==> src/itp_pkg.sv <==
// ----------------------------------------------------------------------------
// itp_pkg: shared definitions for the infix-to-postfix converter
// Token codes, stack sizing, the command passed from front to back, and the
// result beat layout.
// ----------------------------------------------------------------------------
package itp_pkg;

   localparam int STACK_DEPTH = 32;
   localparam int IDX_W       = $clog2(STACK_DEPTH);
   localparam int CNT_W       = $clog2(STACK_DEPTH + 1);

   localparam int FUNC_W  = 3;
   localparam int OP_W    = 3;
   localparam int VALUE_W = 32;
   localparam int ERR_W   = 2;

   // Input token kinds.
   localparam logic [FUNC_W-1:0] FUNC_OPERAND = 3'd0;
   localparam logic [FUNC_W-1:0] FUNC_OPEN    = 3'd1;
   localparam logic [FUNC_W-1:0] FUNC_CLOSE   = 3'd2;
   localparam logic [FUNC_W-1:0] FUNC_OPER    = 3'd3;
   localparam logic [FUNC_W-1:0] FUNC_END     = 3'd4;

   // Operator codes; the stack also holds the paren mark.
   localparam logic [OP_W-1:0] OP_PLUS    = 3'd0;
   localparam logic [OP_W-1:0] OP_MINUS   = 3'd1;
   localparam logic [OP_W-1:0] OP_TIMES   = 3'd2;
   localparam logic [OP_W-1:0] OP_DIVIDE  = 3'd3;
   localparam logic [OP_W-1:0] OP_MODULO  = 3'd4;
   localparam logic [OP_W-1:0] PAREN_MARK = 3'd5;

   // Error codes of a result beat.
   localparam logic [ERR_W-1:0] ERR_NONE     = 2'd0;
   localparam logic [ERR_W-1:0] ERR_OVERFLOW = 2'd1;
   localparam logic [ERR_W-1:0] ERR_CLOSE    = 2'd2;
   localparam logic [ERR_W-1:0] ERR_OPEN     = 2'd3;

   localparam logic KIND_OPERAND_OUT  = 1'b0;
   localparam logic KIND_OPERATOR_OUT = 1'b1;

   typedef enum logic [2:0] {
      CMD_OPERAND,
      CMD_OPEN,
      CMD_CLOSE,
      CMD_OPER,
      CMD_END
   } cmd_kind_type;

   typedef struct packed {
      cmd_kind_type       kind;
      logic [OP_W-1:0]    op;
      logic [VALUE_W-1:0] value;
   } cmd_type;

   typedef struct packed {
      logic               out_kind;
      logic [OP_W-1:0]    out_op;
      logic [VALUE_W-1:0] out_value;
      logic [ERR_W-1:0]   error_code;
      logic               last;
   } result_type;

   typedef enum logic {
      ST_IDLE,
      ST_RUN
   } state_type;

   // Times, divide and modulo form the higher priority class.
   function automatic logic rank_hi(input logic [OP_W-1:0] op);
      rank_hi = (op == OP_TIMES) || (op == OP_DIVIDE) || (op == OP_MODULO);
   endfunction

endpackage

==> src/itp_front.sv <==
// ----------------------------------------------------------------------------
// itp_front: token intake and command queue
// Accepts input beats, drops tokens that mean nothing, and holds up to two
// classified commands for the back end.
// ----------------------------------------------------------------------------
module itp_front (
   input  logic                          clock,
   input  logic                          reset,
   input  logic                          req_valid,
   output logic                          req_ready,
   input  logic [itp_pkg::FUNC_W-1:0]    req_func,
   input  logic [itp_pkg::OP_W-1:0]      req_op_code,
   input  logic [itp_pkg::VALUE_W-1:0]   req_operand_value,
   output logic                          deq_valid,
   input  logic                          deq_ready,
   output itp_pkg::cmd_type              deq_cmd
);

   itp_pkg::cmd_type   cmd;
   logic               keep;
   logic               push;
   logic               pop;

   itp_pkg::cmd_type   entry_ff [2];
   logic               wr_ptr_ff;
   logic               wr_ptr_in;
   logic               rd_ptr_ff;
   logic               rd_ptr_in;
   logic [1:0]         fill_ff;
   logic [1:0]         fill_in;

   always_comb begin
      keep      = 1'b1;
      cmd.op    = req_op_code;
      cmd.value = req_operand_value;
      cmd.kind  = itp_pkg::CMD_OPERAND;
      unique case (req_func)
         itp_pkg::FUNC_OPERAND: cmd.kind = itp_pkg::CMD_OPERAND;
         itp_pkg::FUNC_OPEN:    cmd.kind = itp_pkg::CMD_OPEN;
         itp_pkg::FUNC_CLOSE:   cmd.kind = itp_pkg::CMD_CLOSE;
         itp_pkg::FUNC_OPER: begin
            cmd.kind = itp_pkg::CMD_OPER;
            keep     = (req_op_code <= itp_pkg::OP_MODULO);
         end
         itp_pkg::FUNC_END:     cmd.kind = itp_pkg::CMD_END;
         default:               keep = 1'b0;
      endcase
   end

   // An ignored token is still accepted; it just never enters the queue.
   assign req_ready = (fill_ff != 2'd2);
   assign push      = req_valid && req_ready && keep;
   assign deq_valid = (fill_ff != 2'd0);
   assign pop       = deq_valid && deq_ready;
   assign deq_cmd   = entry_ff[rd_ptr_ff];

   always_comb begin
      wr_ptr_in = push ? ~wr_ptr_ff : wr_ptr_ff;
      rd_ptr_in = pop ? ~rd_ptr_ff : rd_ptr_ff;
      fill_in   = fill_ff + {1'b0, push} - {1'b0, pop};
   end

   always_ff @(posedge clock) begin
      if (reset) begin
         wr_ptr_ff <= 1'b0;
         rd_ptr_ff <= 1'b0;
         fill_ff   <= 2'd0;
      end else begin
         wr_ptr_ff <= wr_ptr_in;
         rd_ptr_ff <= rd_ptr_in;
         fill_ff   <= fill_in;
      end
   end

   always_ff @(posedge clock) begin
      if (push) begin
         entry_ff[wr_ptr_ff] <= cmd;
      end
   end

endmodule

==> src/itp_back.sv <==
// ----------------------------------------------------------------------------
// itp_back: operator stack engine
// Executes one command at a time against the operator stack, popping one
// entry per cycle unless a stalled result beat holds it, and drives the result register.
// ----------------------------------------------------------------------------
module itp_back (
   input  logic                          clock,
   input  logic                          reset,
   input  logic                          deq_valid,
   output logic                          deq_ready,
   input  itp_pkg::cmd_type              deq_cmd,
   output logic                          rsp_valid,
   input  logic                          rsp_ready,
   output itp_pkg::result_type           rsp_data
);

   itp_pkg::state_type           state_ff;
   itp_pkg::state_type           state_in;
   itp_pkg::cmd_type             cmd_ff;
   logic [itp_pkg::CNT_W-1:0]    cnt_ff;
   logic [itp_pkg::CNT_W-1:0]    cnt_in;
   logic [itp_pkg::CNT_W-1:0]    par_ff;
   logic [itp_pkg::CNT_W-1:0]    par_in;
   logic                         err_open_ff;
   logic                         err_open_in;
   logic [itp_pkg::OP_W-1:0]     top_ff;
   logic [itp_pkg::OP_W-1:0]     stack_ff [itp_pkg::STACK_DEPTH];
   itp_pkg::result_type          rsp_ff;
   logic                         rsp_valid_ff;

   // The top entry lives in top_ff; the array holds the entries below it.
   logic [itp_pkg::IDX_W-1:0]    idx_next;
   logic [itp_pkg::IDX_W-1:0]    idx_push;
   logic [itp_pkg::OP_W-1:0]     nxt;
   logic                         empty;
   logic                         full;
   logic                         more;
   logic                         top_paren;
   logic                         out_free;
   logic                         act;

   logic                         emit;
   itp_pkg::result_type          res;
   logic                         do_pop;
   logic                         do_push;
   logic [itp_pkg::OP_W-1:0]     push_val;
   logic                         done;
   logic                         set_err;

   assign idx_next  = itp_pkg::IDX_W'(cnt_ff - itp_pkg::CNT_W'(2));
   assign idx_push  = itp_pkg::IDX_W'(cnt_ff - itp_pkg::CNT_W'(1));
   assign nxt       = stack_ff[idx_next];
   assign empty     = (cnt_ff == '0);
   assign full      = (cnt_ff >= itp_pkg::CNT_W'(itp_pkg::STACK_DEPTH));
   assign more      = (cnt_ff >= itp_pkg::CNT_W'(2));
   assign top_paren = (top_ff == itp_pkg::PAREN_MARK);
   assign out_free  = !rsp_valid_ff || rsp_ready;

   // Next state.
   always_comb begin
      state_in = state_ff;
      unique case (state_ff)
         itp_pkg::ST_IDLE: if (deq_valid) state_in = itp_pkg::ST_RUN;
         itp_pkg::ST_RUN:  if (act && done) state_in = itp_pkg::ST_IDLE;
         default:          state_in = itp_pkg::ST_IDLE;
      endcase
   end

   // Per-cycle action of the running command. The last flag is decided from the
   // entry below the top, or for an end from the stack counts, with no step of its own.
   always_comb begin
      emit           = 1'b0;
      res            = '0;
      do_pop         = 1'b0;
      do_push        = 1'b0;
      push_val       = cmd_ff.op;
      done           = 1'b0;
      set_err        = 1'b0;
      unique case (cmd_ff.kind)
         itp_pkg::CMD_OPERAND: begin
            emit          = 1'b1;
            res.out_value = cmd_ff.value;
            res.last      = 1'b1;
            done          = 1'b1;
         end
         itp_pkg::CMD_OPEN: begin
            done = 1'b1;
            if (full) begin
               emit           = 1'b1;
               res.error_code = itp_pkg::ERR_OVERFLOW;
               res.last       = 1'b1;
            end else begin
               do_push  = 1'b1;
               push_val = itp_pkg::PAREN_MARK;
            end
         end
         itp_pkg::CMD_CLOSE: begin
            if (empty) begin
               emit           = 1'b1;
               res.error_code = itp_pkg::ERR_CLOSE;
               res.last       = 1'b1;
               done           = 1'b1;
            end else if (top_paren) begin
               do_pop = 1'b1;
               done   = 1'b1;
            end else begin
               emit         = 1'b1;
               res.out_kind = itp_pkg::KIND_OPERATOR_OUT;
               res.out_op   = top_ff;
               res.last     = more && (nxt == itp_pkg::PAREN_MARK);
               do_pop       = 1'b1;
            end
         end
         itp_pkg::CMD_OPER: begin
            if (!empty && !top_paren &&
                (itp_pkg::rank_hi(top_ff) || !itp_pkg::rank_hi(cmd_ff.op))) begin
               emit         = 1'b1;
               res.out_kind = itp_pkg::KIND_OPERATOR_OUT;
               res.out_op   = top_ff;
               res.last     = !more || (nxt == itp_pkg::PAREN_MARK) ||
                              (itp_pkg::rank_hi(cmd_ff.op) && !itp_pkg::rank_hi(nxt));
               do_pop       = 1'b1;
            end else if (full) begin
               emit           = 1'b1;
               res.error_code = itp_pkg::ERR_OVERFLOW;
               res.last       = 1'b1;
               done           = 1'b1;
            end else begin
               do_push = 1'b1;
               done    = 1'b1;
            end
         end
         itp_pkg::CMD_END: begin
            if (empty) begin
               done = 1'b1;
               if (err_open_ff) begin
                  emit           = 1'b1;
                  res.error_code = itp_pkg::ERR_OPEN;
                  res.last       = 1'b1;
               end
            end else if (top_paren) begin
               do_pop  = 1'b1;
               set_err = 1'b1;
            end else begin
               emit         = 1'b1;
               res.out_kind = itp_pkg::KIND_OPERATOR_OUT;
               res.out_op   = top_ff;
               res.last     = ((cnt_ff - par_ff) == itp_pkg::CNT_W'(1)) &&
                              (par_ff == '0) && !err_open_ff;
               do_pop       = 1'b1;
            end
         end
         default: done = 1'b1;
      endcase
   end

   assign act       = (state_ff == itp_pkg::ST_RUN) && (!emit || out_free);
   assign deq_ready = (state_ff == itp_pkg::ST_IDLE);

   always_comb begin
      cnt_in      = cnt_ff;
      par_in      = par_ff;
      err_open_in = err_open_ff;
      if (state_ff == itp_pkg::ST_IDLE) begin
         err_open_in = 1'b0;
      end else if (act) begin
         if (do_push) begin
            cnt_in = cnt_ff + itp_pkg::CNT_W'(1);
            if (push_val == itp_pkg::PAREN_MARK) par_in = par_ff + itp_pkg::CNT_W'(1);
         end else if (do_pop) begin
            cnt_in = cnt_ff - itp_pkg::CNT_W'(1);
            if (top_paren) par_in = par_ff - itp_pkg::CNT_W'(1);
         end
         if (set_err) err_open_in = 1'b1;
      end
   end

   always_ff @(posedge clock) begin
      if (reset) begin
         state_ff     <= itp_pkg::ST_IDLE;
         cnt_ff       <= '0;
         par_ff       <= '0;
         err_open_ff  <= 1'b0;
         rsp_valid_ff <= 1'b0;
      end else begin
         state_ff    <= state_in;
         cnt_ff      <= cnt_in;
         par_ff      <= par_in;
         err_open_ff <= err_open_in;
         if (act && emit) begin
            rsp_valid_ff <= 1'b1;
         end else if (rsp_ready) begin
            rsp_valid_ff <= 1'b0;
         end
      end
   end

   always_ff @(posedge clock) begin
      if (state_ff == itp_pkg::ST_IDLE && deq_valid) begin
         cmd_ff <= deq_cmd;
      end
      if (act && emit) begin
         rsp_ff <= res;
      end
      if (act && do_push) begin
         if (!empty) stack_ff[idx_push] <= top_ff;
         top_ff <= push_val;
      end else if (act && do_pop) begin
         top_ff <= nxt;
      end
   end

   assign rsp_valid = rsp_valid_ff;
   assign rsp_data  = rsp_ff;

endmodule

==> src/infix_to_postfix_converter.sv <==
// ----------------------------------------------------------------------------
// infix_to_postfix_converter: shunting-yard infix to postfix conversion
//
//   channel  direction  handshake              beat
//   req_     in         req_valid / req_ready  func, op_code, operand_value
//   rsp_     out        rsp_valid / rsp_ready  out_kind, out_op, out_value,
//                                              error_code, last
//
// The back end fetches a command, then makes one result or stack move per cycle
// while no stalled result beat holds it, as the single stack port allows: an
// operand or open paren ends in the step after the fetch, an operator or end takes
// a step per entry popped plus a final step, a close one per operator plus its paren.
// Ignored tokens never reach the back end.
// A two-beat queue lets the intake keep accepting while the back end works.
// A stalled result beat holds the back end; reset empties queue and stack.
// ----------------------------------------------------------------------------
module infix_to_postfix_converter (
   input  logic                          clock,
   input  logic                          reset,
   input  logic                          req_valid,
   output logic                          req_ready,
   input  logic [itp_pkg::FUNC_W-1:0]    req_func,
   input  logic [itp_pkg::OP_W-1:0]      req_op_code,
   input  logic [itp_pkg::VALUE_W-1:0]   req_operand_value,
   output logic                          rsp_valid,
   input  logic                          rsp_ready,
   output logic                          rsp_out_kind,
   output logic [itp_pkg::OP_W-1:0]      rsp_out_op,
   output logic [itp_pkg::VALUE_W-1:0]   rsp_out_value,
   output logic [itp_pkg::ERR_W-1:0]     rsp_error_code,
   output logic                          rsp_last
);

   logic                  deq_valid;
   logic                  deq_ready;
   itp_pkg::cmd_type      deq_cmd;
   itp_pkg::result_type   rsp_data;

   itp_front u_front (
      .clock             (clock),
      .reset             (reset),
      .req_valid         (req_valid),
      .req_ready         (req_ready),
      .req_func          (req_func),
      .req_op_code       (req_op_code),
      .req_operand_value (req_operand_value),
      .deq_valid         (deq_valid),
      .deq_ready         (deq_ready),
      .deq_cmd           (deq_cmd)
   );

   itp_back u_back (
      .clock     (clock),
      .reset     (reset),
      .deq_valid (deq_valid),
      .deq_ready (deq_ready),
      .deq_cmd   (deq_cmd),
      .rsp_valid (rsp_valid),
      .rsp_ready (rsp_ready),
      .rsp_data  (rsp_data)
   );

   assign rsp_out_kind   = rsp_data.out_kind;
   assign rsp_out_op     = rsp_data.out_op;
   assign rsp_out_value  = rsp_data.out_value;
   assign rsp_error_code = rsp_data.error_code;
   assign rsp_last       = rsp_data.last;

endmodule

==> config.mk <==
export PLATFORM = sky130hd
export DESIGN_NAME = infix_to_postfix_converter
export DESIGN_NICKNAME = d
export VERILOG_FILES = /design/src/itp_pkg.sv /design/src/itp_front.sv /design/src/itp_back.sv /design/src/infix_to_postfix_converter.sv
export SDC_FILE = /design/constraint.sdc
export NUM_CORES = 1
export LEC_CHECK = 0
export ABC_AREA = 1
export ABC_CLOCK_PERIOD_IN_PS = 4500
export BUFFER_PORTS_ARGS = -buffer_cell sky130_fd_sc_hd__buf_2
export CAP_MARGIN = 20
export CORE_MARGIN = 2
export CORE_UTILIZATION = 50
export CTS_BUF_LIST = sky130_fd_sc_hd__clkbuf_8
export DETAILED_ROUTE_END_ITERATION = 8
export HOLD_SLACK_MARGIN = 0.05
export PLACE_DENSITY_LB_ADDON = 0.15
export SETUP_SLACK_MARGIN = 0.5
export SLEW_MARGIN = 40
export SYNTH_ARGS = -nofsm -noshare
export SYNTH_HDL_FRONTEND = slang
export SYNTH_SLANG_ARGS = --single-unit
==> constraint.sdc <==
create_clock -name clock -period 4.5 [get_ports clock]
set_input_delay 0 -clock clock [delete_from_list [all_inputs] [get_ports clock]]
set_output_delay 0 -clock clock [all_outputs]
set_load 0.02 [all_outputs]
# After elaboration in Yosys (flattened, before gate mapping)
# Memory sizes are Yosys's and may differ from the RTL's. A register that Yosys moved wholly into a read port is not among the register bits.
# Index checks and enable logic that the tools add are counted.
[totals]
regBits = 61
latch_bits = 0
mem_bits_rw = 172
rom_bits = 0
output_inout_bits = 41
word_cells = 158
memories = 2
[classes]
add_sub_neg = 8
multipliers = 0
n_div = 0
magnitude_cmp = 3
n_eq_ne = 23
shifts = 0
muxes = 57
n_bitwise = 3
n_reduce_logical = 48
[mem_list]
columns = ["memory", "words", "word_bits", "read_ports", "rd_clocked_by_memory_dff", "write_ports", "line_no", "source"]
rows = [
  ["u_back.stack_ff", 32, 3, 1, 0, 1, "itp_back.sv:27", "logic [itp_pkg::OP_W-1:0] stack_ff [itp_pkg::STACK_DEPTH];"],
  ["u_front.entry_ff", 2, 38, 1, 1, 1, "itp_front.sv:24", "itp_pkg::cmd_type entry_ff [2];"],
]
[ops]
columns = ["operator", "count"]
rows = [
  ["two-way mux 6 bit", 6],
  ["== test 3 x 2 -> 1 bit, second input constant", 10],
  ["two-way mux 1 bit", 29],
  ["== test 3 bit, second input constant", 8],
  ["two-way mux 3 bit", 5],
  ["logical AND 1 bit", 14],
  ["adder 6 x 1 -> 6 bit, second input constant", 2],
  ["logical NOT 6 bit", 2],
  ["two-way mux 4 bit", 3],
  ["one-hot mux 3 bit (4 select lines)", 1],
  ["subtractor 6 x 1 -> 6 bit, second input constant", 2],
  ["logical OR 1 bit", 11],
  ["one-hot mux 1 bit (5 select lines)", 2],
  ["nonzero test 2 bit", 5],
  ["logical NOT 1 bit", 8],
  ["two-way mux 2 bit", 4],
  ["one-hot mux 1 bit (2 select lines)", 4],
  ["one-hot mux 2 bit (4 select lines)", 1],
  ["one-hot mux 4 bit (2 select lines)", 1],
  ["== test 3 x 1 -> 1 bit, second input constant", 2],
  ["== test 6 x 1 -> 1 bit, second input constant", 1],
  ["greater-or-equal comparator 6 x 2 -> 1 bit, second input constant", 1],
  ["greater-or-equal comparator 6 bit, second input constant", 1],
  ["logical NOT 3 bit", 2],
  ["13 further kinds", 17],
]

# Depth between registers and ports, before layout
[logic_depth]
depth_word = 14
mapped_depth = 20
mapped_depth_nobuf = 17

# Modules after synthesis
# A second synthesis with hierarchy kept.
[hier_totals]
hier_cells = 979
area_unflattened_um2 = 11755.0
[by_module_without_submodules]
columns = ["mod", "instances", "cells_each", "area_per_inst_um2", "seq_area_each_um2"]
rows = [
  ["itp_back", 1, 815, 8637.0, 5585.4],
  ["itp_front", 1, 164, 3118.0, 2382.3],
]

# Worst setup path after synthesis
# OpenSTA, ideal clock, no wires.
[synth_timing]
path_type = "register to register"
start = "register u_back.cnt_ff[1] (netlist name)"
end = "register u_back.rsp_ff (netlist bit u_back.rsp_data[0]), enable pin"
setup_time_ps = 394
arrival_ps = 2943
path_slack_ps = 1162
path_stages_with_launch = 17
n_path_buf = 2
cell_sequence = "dfxtp_1 -> clkbuf_1 -> inv_2 -> buf_1 -> ha_1 -> nand3_4 -> nand2_1 -> inv_2 -> nand2_2 -> nand2_1 -> nand2_1 -> nand2_2 -> nand2_4 -> nand2_2 -> inv_1 -> nand2_1 -> inv_1"
[synth_via]
elab_chain_cells = 10
elab_cells_between_ends = 14
cone_classes = "order compare: 1; mux: 5; reduce/logical: 8"
[synth_rtl]
columns = ["item", "line_no", "source"]
rows = [
  ["from (decl)", "itp_back.sv:20", "logic [itp_pkg::CNT_W-1:0] cnt_ff;"],
  ["from (signal assigned)", "itp_back.sv:187", "cnt_ff <= cnt_in;"],
  ["parallel branches: the longest is 5 deep, another holds greater-or-equal comparator 6 bit", "--", ""],
  ["one-hot mux 1 bit (5 select lines) (*)", "itp_back.sv:79", "unique case (cmd_ff.kind)"],
  ["logical NOT 1 bit", "itp_back.sv:157", "assign act = (state_ff == itp_pkg::ST_RUN) && (!emit || out_free);"],
  ["logical OR 1 bit", "itp_back.sv:157", ""],
  ["logical AND 1 bit", "itp_back.sv:157", ""],
  ["logical AND 1 bit (*)", "itp_back.sv:202", "if (act && emit) begin"],
  ["to (signal assigned)", "itp_back.sv:203", "rsp_ff <= res;"],
  ["to (decl)", "itp_back.sv:28", "itp_pkg::result_type rsp_ff;"],
]
# Mark *: on every way between the ends.
# A chain may end at the register's enable or synchronous reset.

# Worst setup path in the final report
[layout_timing]
start = "register u_back.cnt_ff[1] (netlist name)"
end = "register u_back.par_ff[5] (netlist name)"
[layout_via]
elab_chain_cells = 10
elab_cells_between_ends = 27
cone_classes = "order compare: 1; eq/ne: 2; mux: 14; reduce/logical: 10"
[layout_rtl]
columns = ["item", "line_no", "source"]
rows = [
  ["parallel branches: the longest is 10 deep, another holds greater-or-equal comparator 6 bit", "--", ""],
  ["to (signal assigned)", "itp_back.sv:188", "par_ff <= par_in;"],
  ["to (decl)", "itp_back.sv:22", "logic [itp_pkg::CNT_W-1:0] par_ff;"],
]
# Several ways; the timed one is not identified.

==> metrics.txt <==
status completed; TritonCTS clock tree done; dominant cells by area after synthesis edfxtp_1 (66%), nand2_1 (10%), nand3_1 (4.1%); Top Ports 83; Reg-to-Reg End u_back.par_ff[5]; Synth area leader edfxtp_1; placed insts roughly 1400; post_cts resized 0; Clock Sinks approximately 270; most common cell after layout, fill and taps aside nand2_1; total chip power between 8 and 9 mW; area post-placement between 10000 and 15000 um2; Fmax 313 MHz; final setup vio count 0; routability cong. around 0.84; clock skew about 0.020 ns; total iterations of the first detailed-routing run 5; PwrDens slightly above 600 nW/um2; Synth Cell Area 11500 um2; Worst-Skew Late Latency 0.55 ns; antenna-violating nets left 0; Crit Path Class reg -> reg; largest net degree at the start of global routing between 50 and 60; unrepaired setup endpoints after global routing no; Port Buffers 82; initial DRC count about 450; Worst Hold Path Cells 2; Remaining Overflow, GRT 0; post-layout minimum cycle time 3.19 ns; Req. time, crit path approximately 5 ns; pre-CTS setup slack between 1 and 1.5 ns; post-synth top area share 65.7%; via count ~7600; CTS H-Tree Depth 2; Via density 4.99; slack of the worst reg-to-reg path around 1.3 ns; final hold violation count 0; core area 22600 um2; vias in the first global route about 7600; EDFF count, synth approximately 250; Synth cell types 36; Setup WS post-layout between 1 and 1.5 ns; Max-Cap Viols 0; asr flop ratio synth 0%; warnings from Yosys 0; Post-Syn Instances between 1000 and 1500; R2R cell count 17; period utilisation layout 70.9%; worst min path class in -> reg; sum of negative setup slack 0 ns; crit path max fanout 33; headroom to the max-slew limit about half; Syn Area/Cell ~11 um2; Avg WL per Cell 15.7 um; total CTS buffers 44; clk buf depth 3; # fillers 1881; Worst R2R Start u_back.cnt_ff[1]; Core Rows 55; #FFs+latches synth roughly 270; Die ar. around 24000 um2; global-route wire length before repair roughly 38 mm; layout cells sized above 1 between 10% and 20%; hpwl dp 14.5 mm; syn_nets 1127; initial antenna violation count 0; Critical Path End Type flop; Peak VDD IR roughly 0.00051 V; leak pwr approximately 5.7 nW; Util after Layout approximately three fifths; arrival time worst endpoint roughly 3.7 ns; Die Span X around 160 um; Top FF cell, synth edfxtp_1; register area share after synthesis between 60% and 70%; Residual DRC 0; GRT Total Usage about a fifth; n_diodes 0; Worst-path clk slew about 0.06 ns; Clock Tree Root clkbuf_8; most frequent cells in the layout nand2_1 (320), edfxtp_1 (252), inv_1 (135); WL final ~24 mm; hold path start req_operand_value[13]; Worst Max-Slew Pin Slew about 0.74 ns; Starting Density 50.9%; Final #Nets between 1000 and 1500; area added between synthesis and finish 17.1%; Die Height between 150 and 200 um; fin cells 1533; worst hold margin around 0.16 ns; CP startpoint kind flop; post-route cell area between 10000 and 15000 um2; Max Slew Vio Count 0; Worst Hold End u_front.entry_ff[1][13]
==> how the worst max path moves through the flow <==
stage                                 from  slack [ns]                 end
after detailed placement  u_back.cnt_ff[1]        1.29    u_back.par_ff[5]
final                     u_back.cnt_ff[1]        1.31    u_back.par_ff[5]
after floorplan           u_back.cnt_ff[1]        1.16  u_back.rsp_data[0]
after global placement    u_back.cnt_ff[1]        1.38    u_back.par_ff[5]
after global routing      u_back.cnt_ff[1]        0.94    u_back.par_ff[5]
after CTS                 u_back.cnt_ff[1]        1.29    u_back.par_ff[5]
==> synth_stat cells (6+ instances only) <==
cell type / count
nand4_1: 6
clkbuf_1: 26
xor2_1: 8
xnor2_1: 6
nand2_1: 320
a21oi_1: 23
inv_1: 122
ha_1: 20
nor2_1: 97
nand2_2: 7
inv_2: 7
edfxtp_1: 252
dfxtp_1: 19
nand3_1: 95
o21ai_0: 21
==> flip-flops by register name, summed over array words and instances, names as in the netlist, 2 cells and up <==
| name | flops |
|---|---|
| u_back.stack_ff | 96 |
| u_front.entry_ff | 76 |
| u_back.rsp_data | 39 |
| u_back.cmd_ff | 38 |
| u_back.cnt_ff | 6 |
| u_back.par_ff | 6 |
| u_back.top_ff | 3 |
| u_front.fill_ff | 2 |
==> power by group <==
group / leakage, nW / switching [mW] / total [mW] / internal [mW]
logic: 2.77 / 1.98 / 2.74 / 0.760
clock network: 0.476 / 0.953 / 1.95 / 0.999
registers: 2.47 / 0.149 / 3.48 / 3.33
==> metal layers <==
layer	global-route usage, %	routed length (um)	up-vias
met3	3.75	1070	37
met1	26.6	10800	3623
met4	6.86	544	0
met5	0	0	-
li1	-	-	3813
met2	34.2	11700	175
==> critical path, cell delays in order (launching register included) <==
cell     delay (ns)
dfxtp_1        0.32
inv_2          0.46
ha_1           0.36
nand3_4        0.13
nand2_1        0.12
inv_2          0.07
nand3_1        0.12
nand2_1        0.06
buf_4          0.20
ha_1           0.36
a21oi_1        0.16
nand2_1        0.09
a21o_1         0.16
a21oi_1        0.15
nand3_1        0.10
nand2_1        0.07
nand2_1        0.05
a21oi_1        0.12
==> cells by family (layout without fill, tap and decap cells) <==
family | Yosys count | in the layout | share of synthesized area [%]
simple gates | 542 | 542 | 19.7
flops | 271 | 271 | 69.0
buf+inv | 163 | 348 | 5.36
compound gates | 51 | 51 | 2.37
fa+ha+maj | 22 | 22 | 2.52
xor+xnor | 14 | 14 | 1.06
==> layout make-up <==
cell class / count / area [um2] / area share, %
repair buffers: 137 / 928 / 6.88
flip-flops and latches: 271 / 7950 / 58.9
clock inverters: 37 / 189 / 1.40
inverters: 129 / 484 / 3.59
well taps: 285 / 357 / 2.64
clock buffers: 45 / 619 / 4.59
multi-input cells: 629 / 2980 / 22.0
==> what timing repair did <==
action / 4_1_cts / 5_1_grt
hold endpoints to repair: 88 / 0
hold buffers: 42 / 0
setup buffers: 0 / 0
Note: power is estimated with default switching activity, not from simulation.
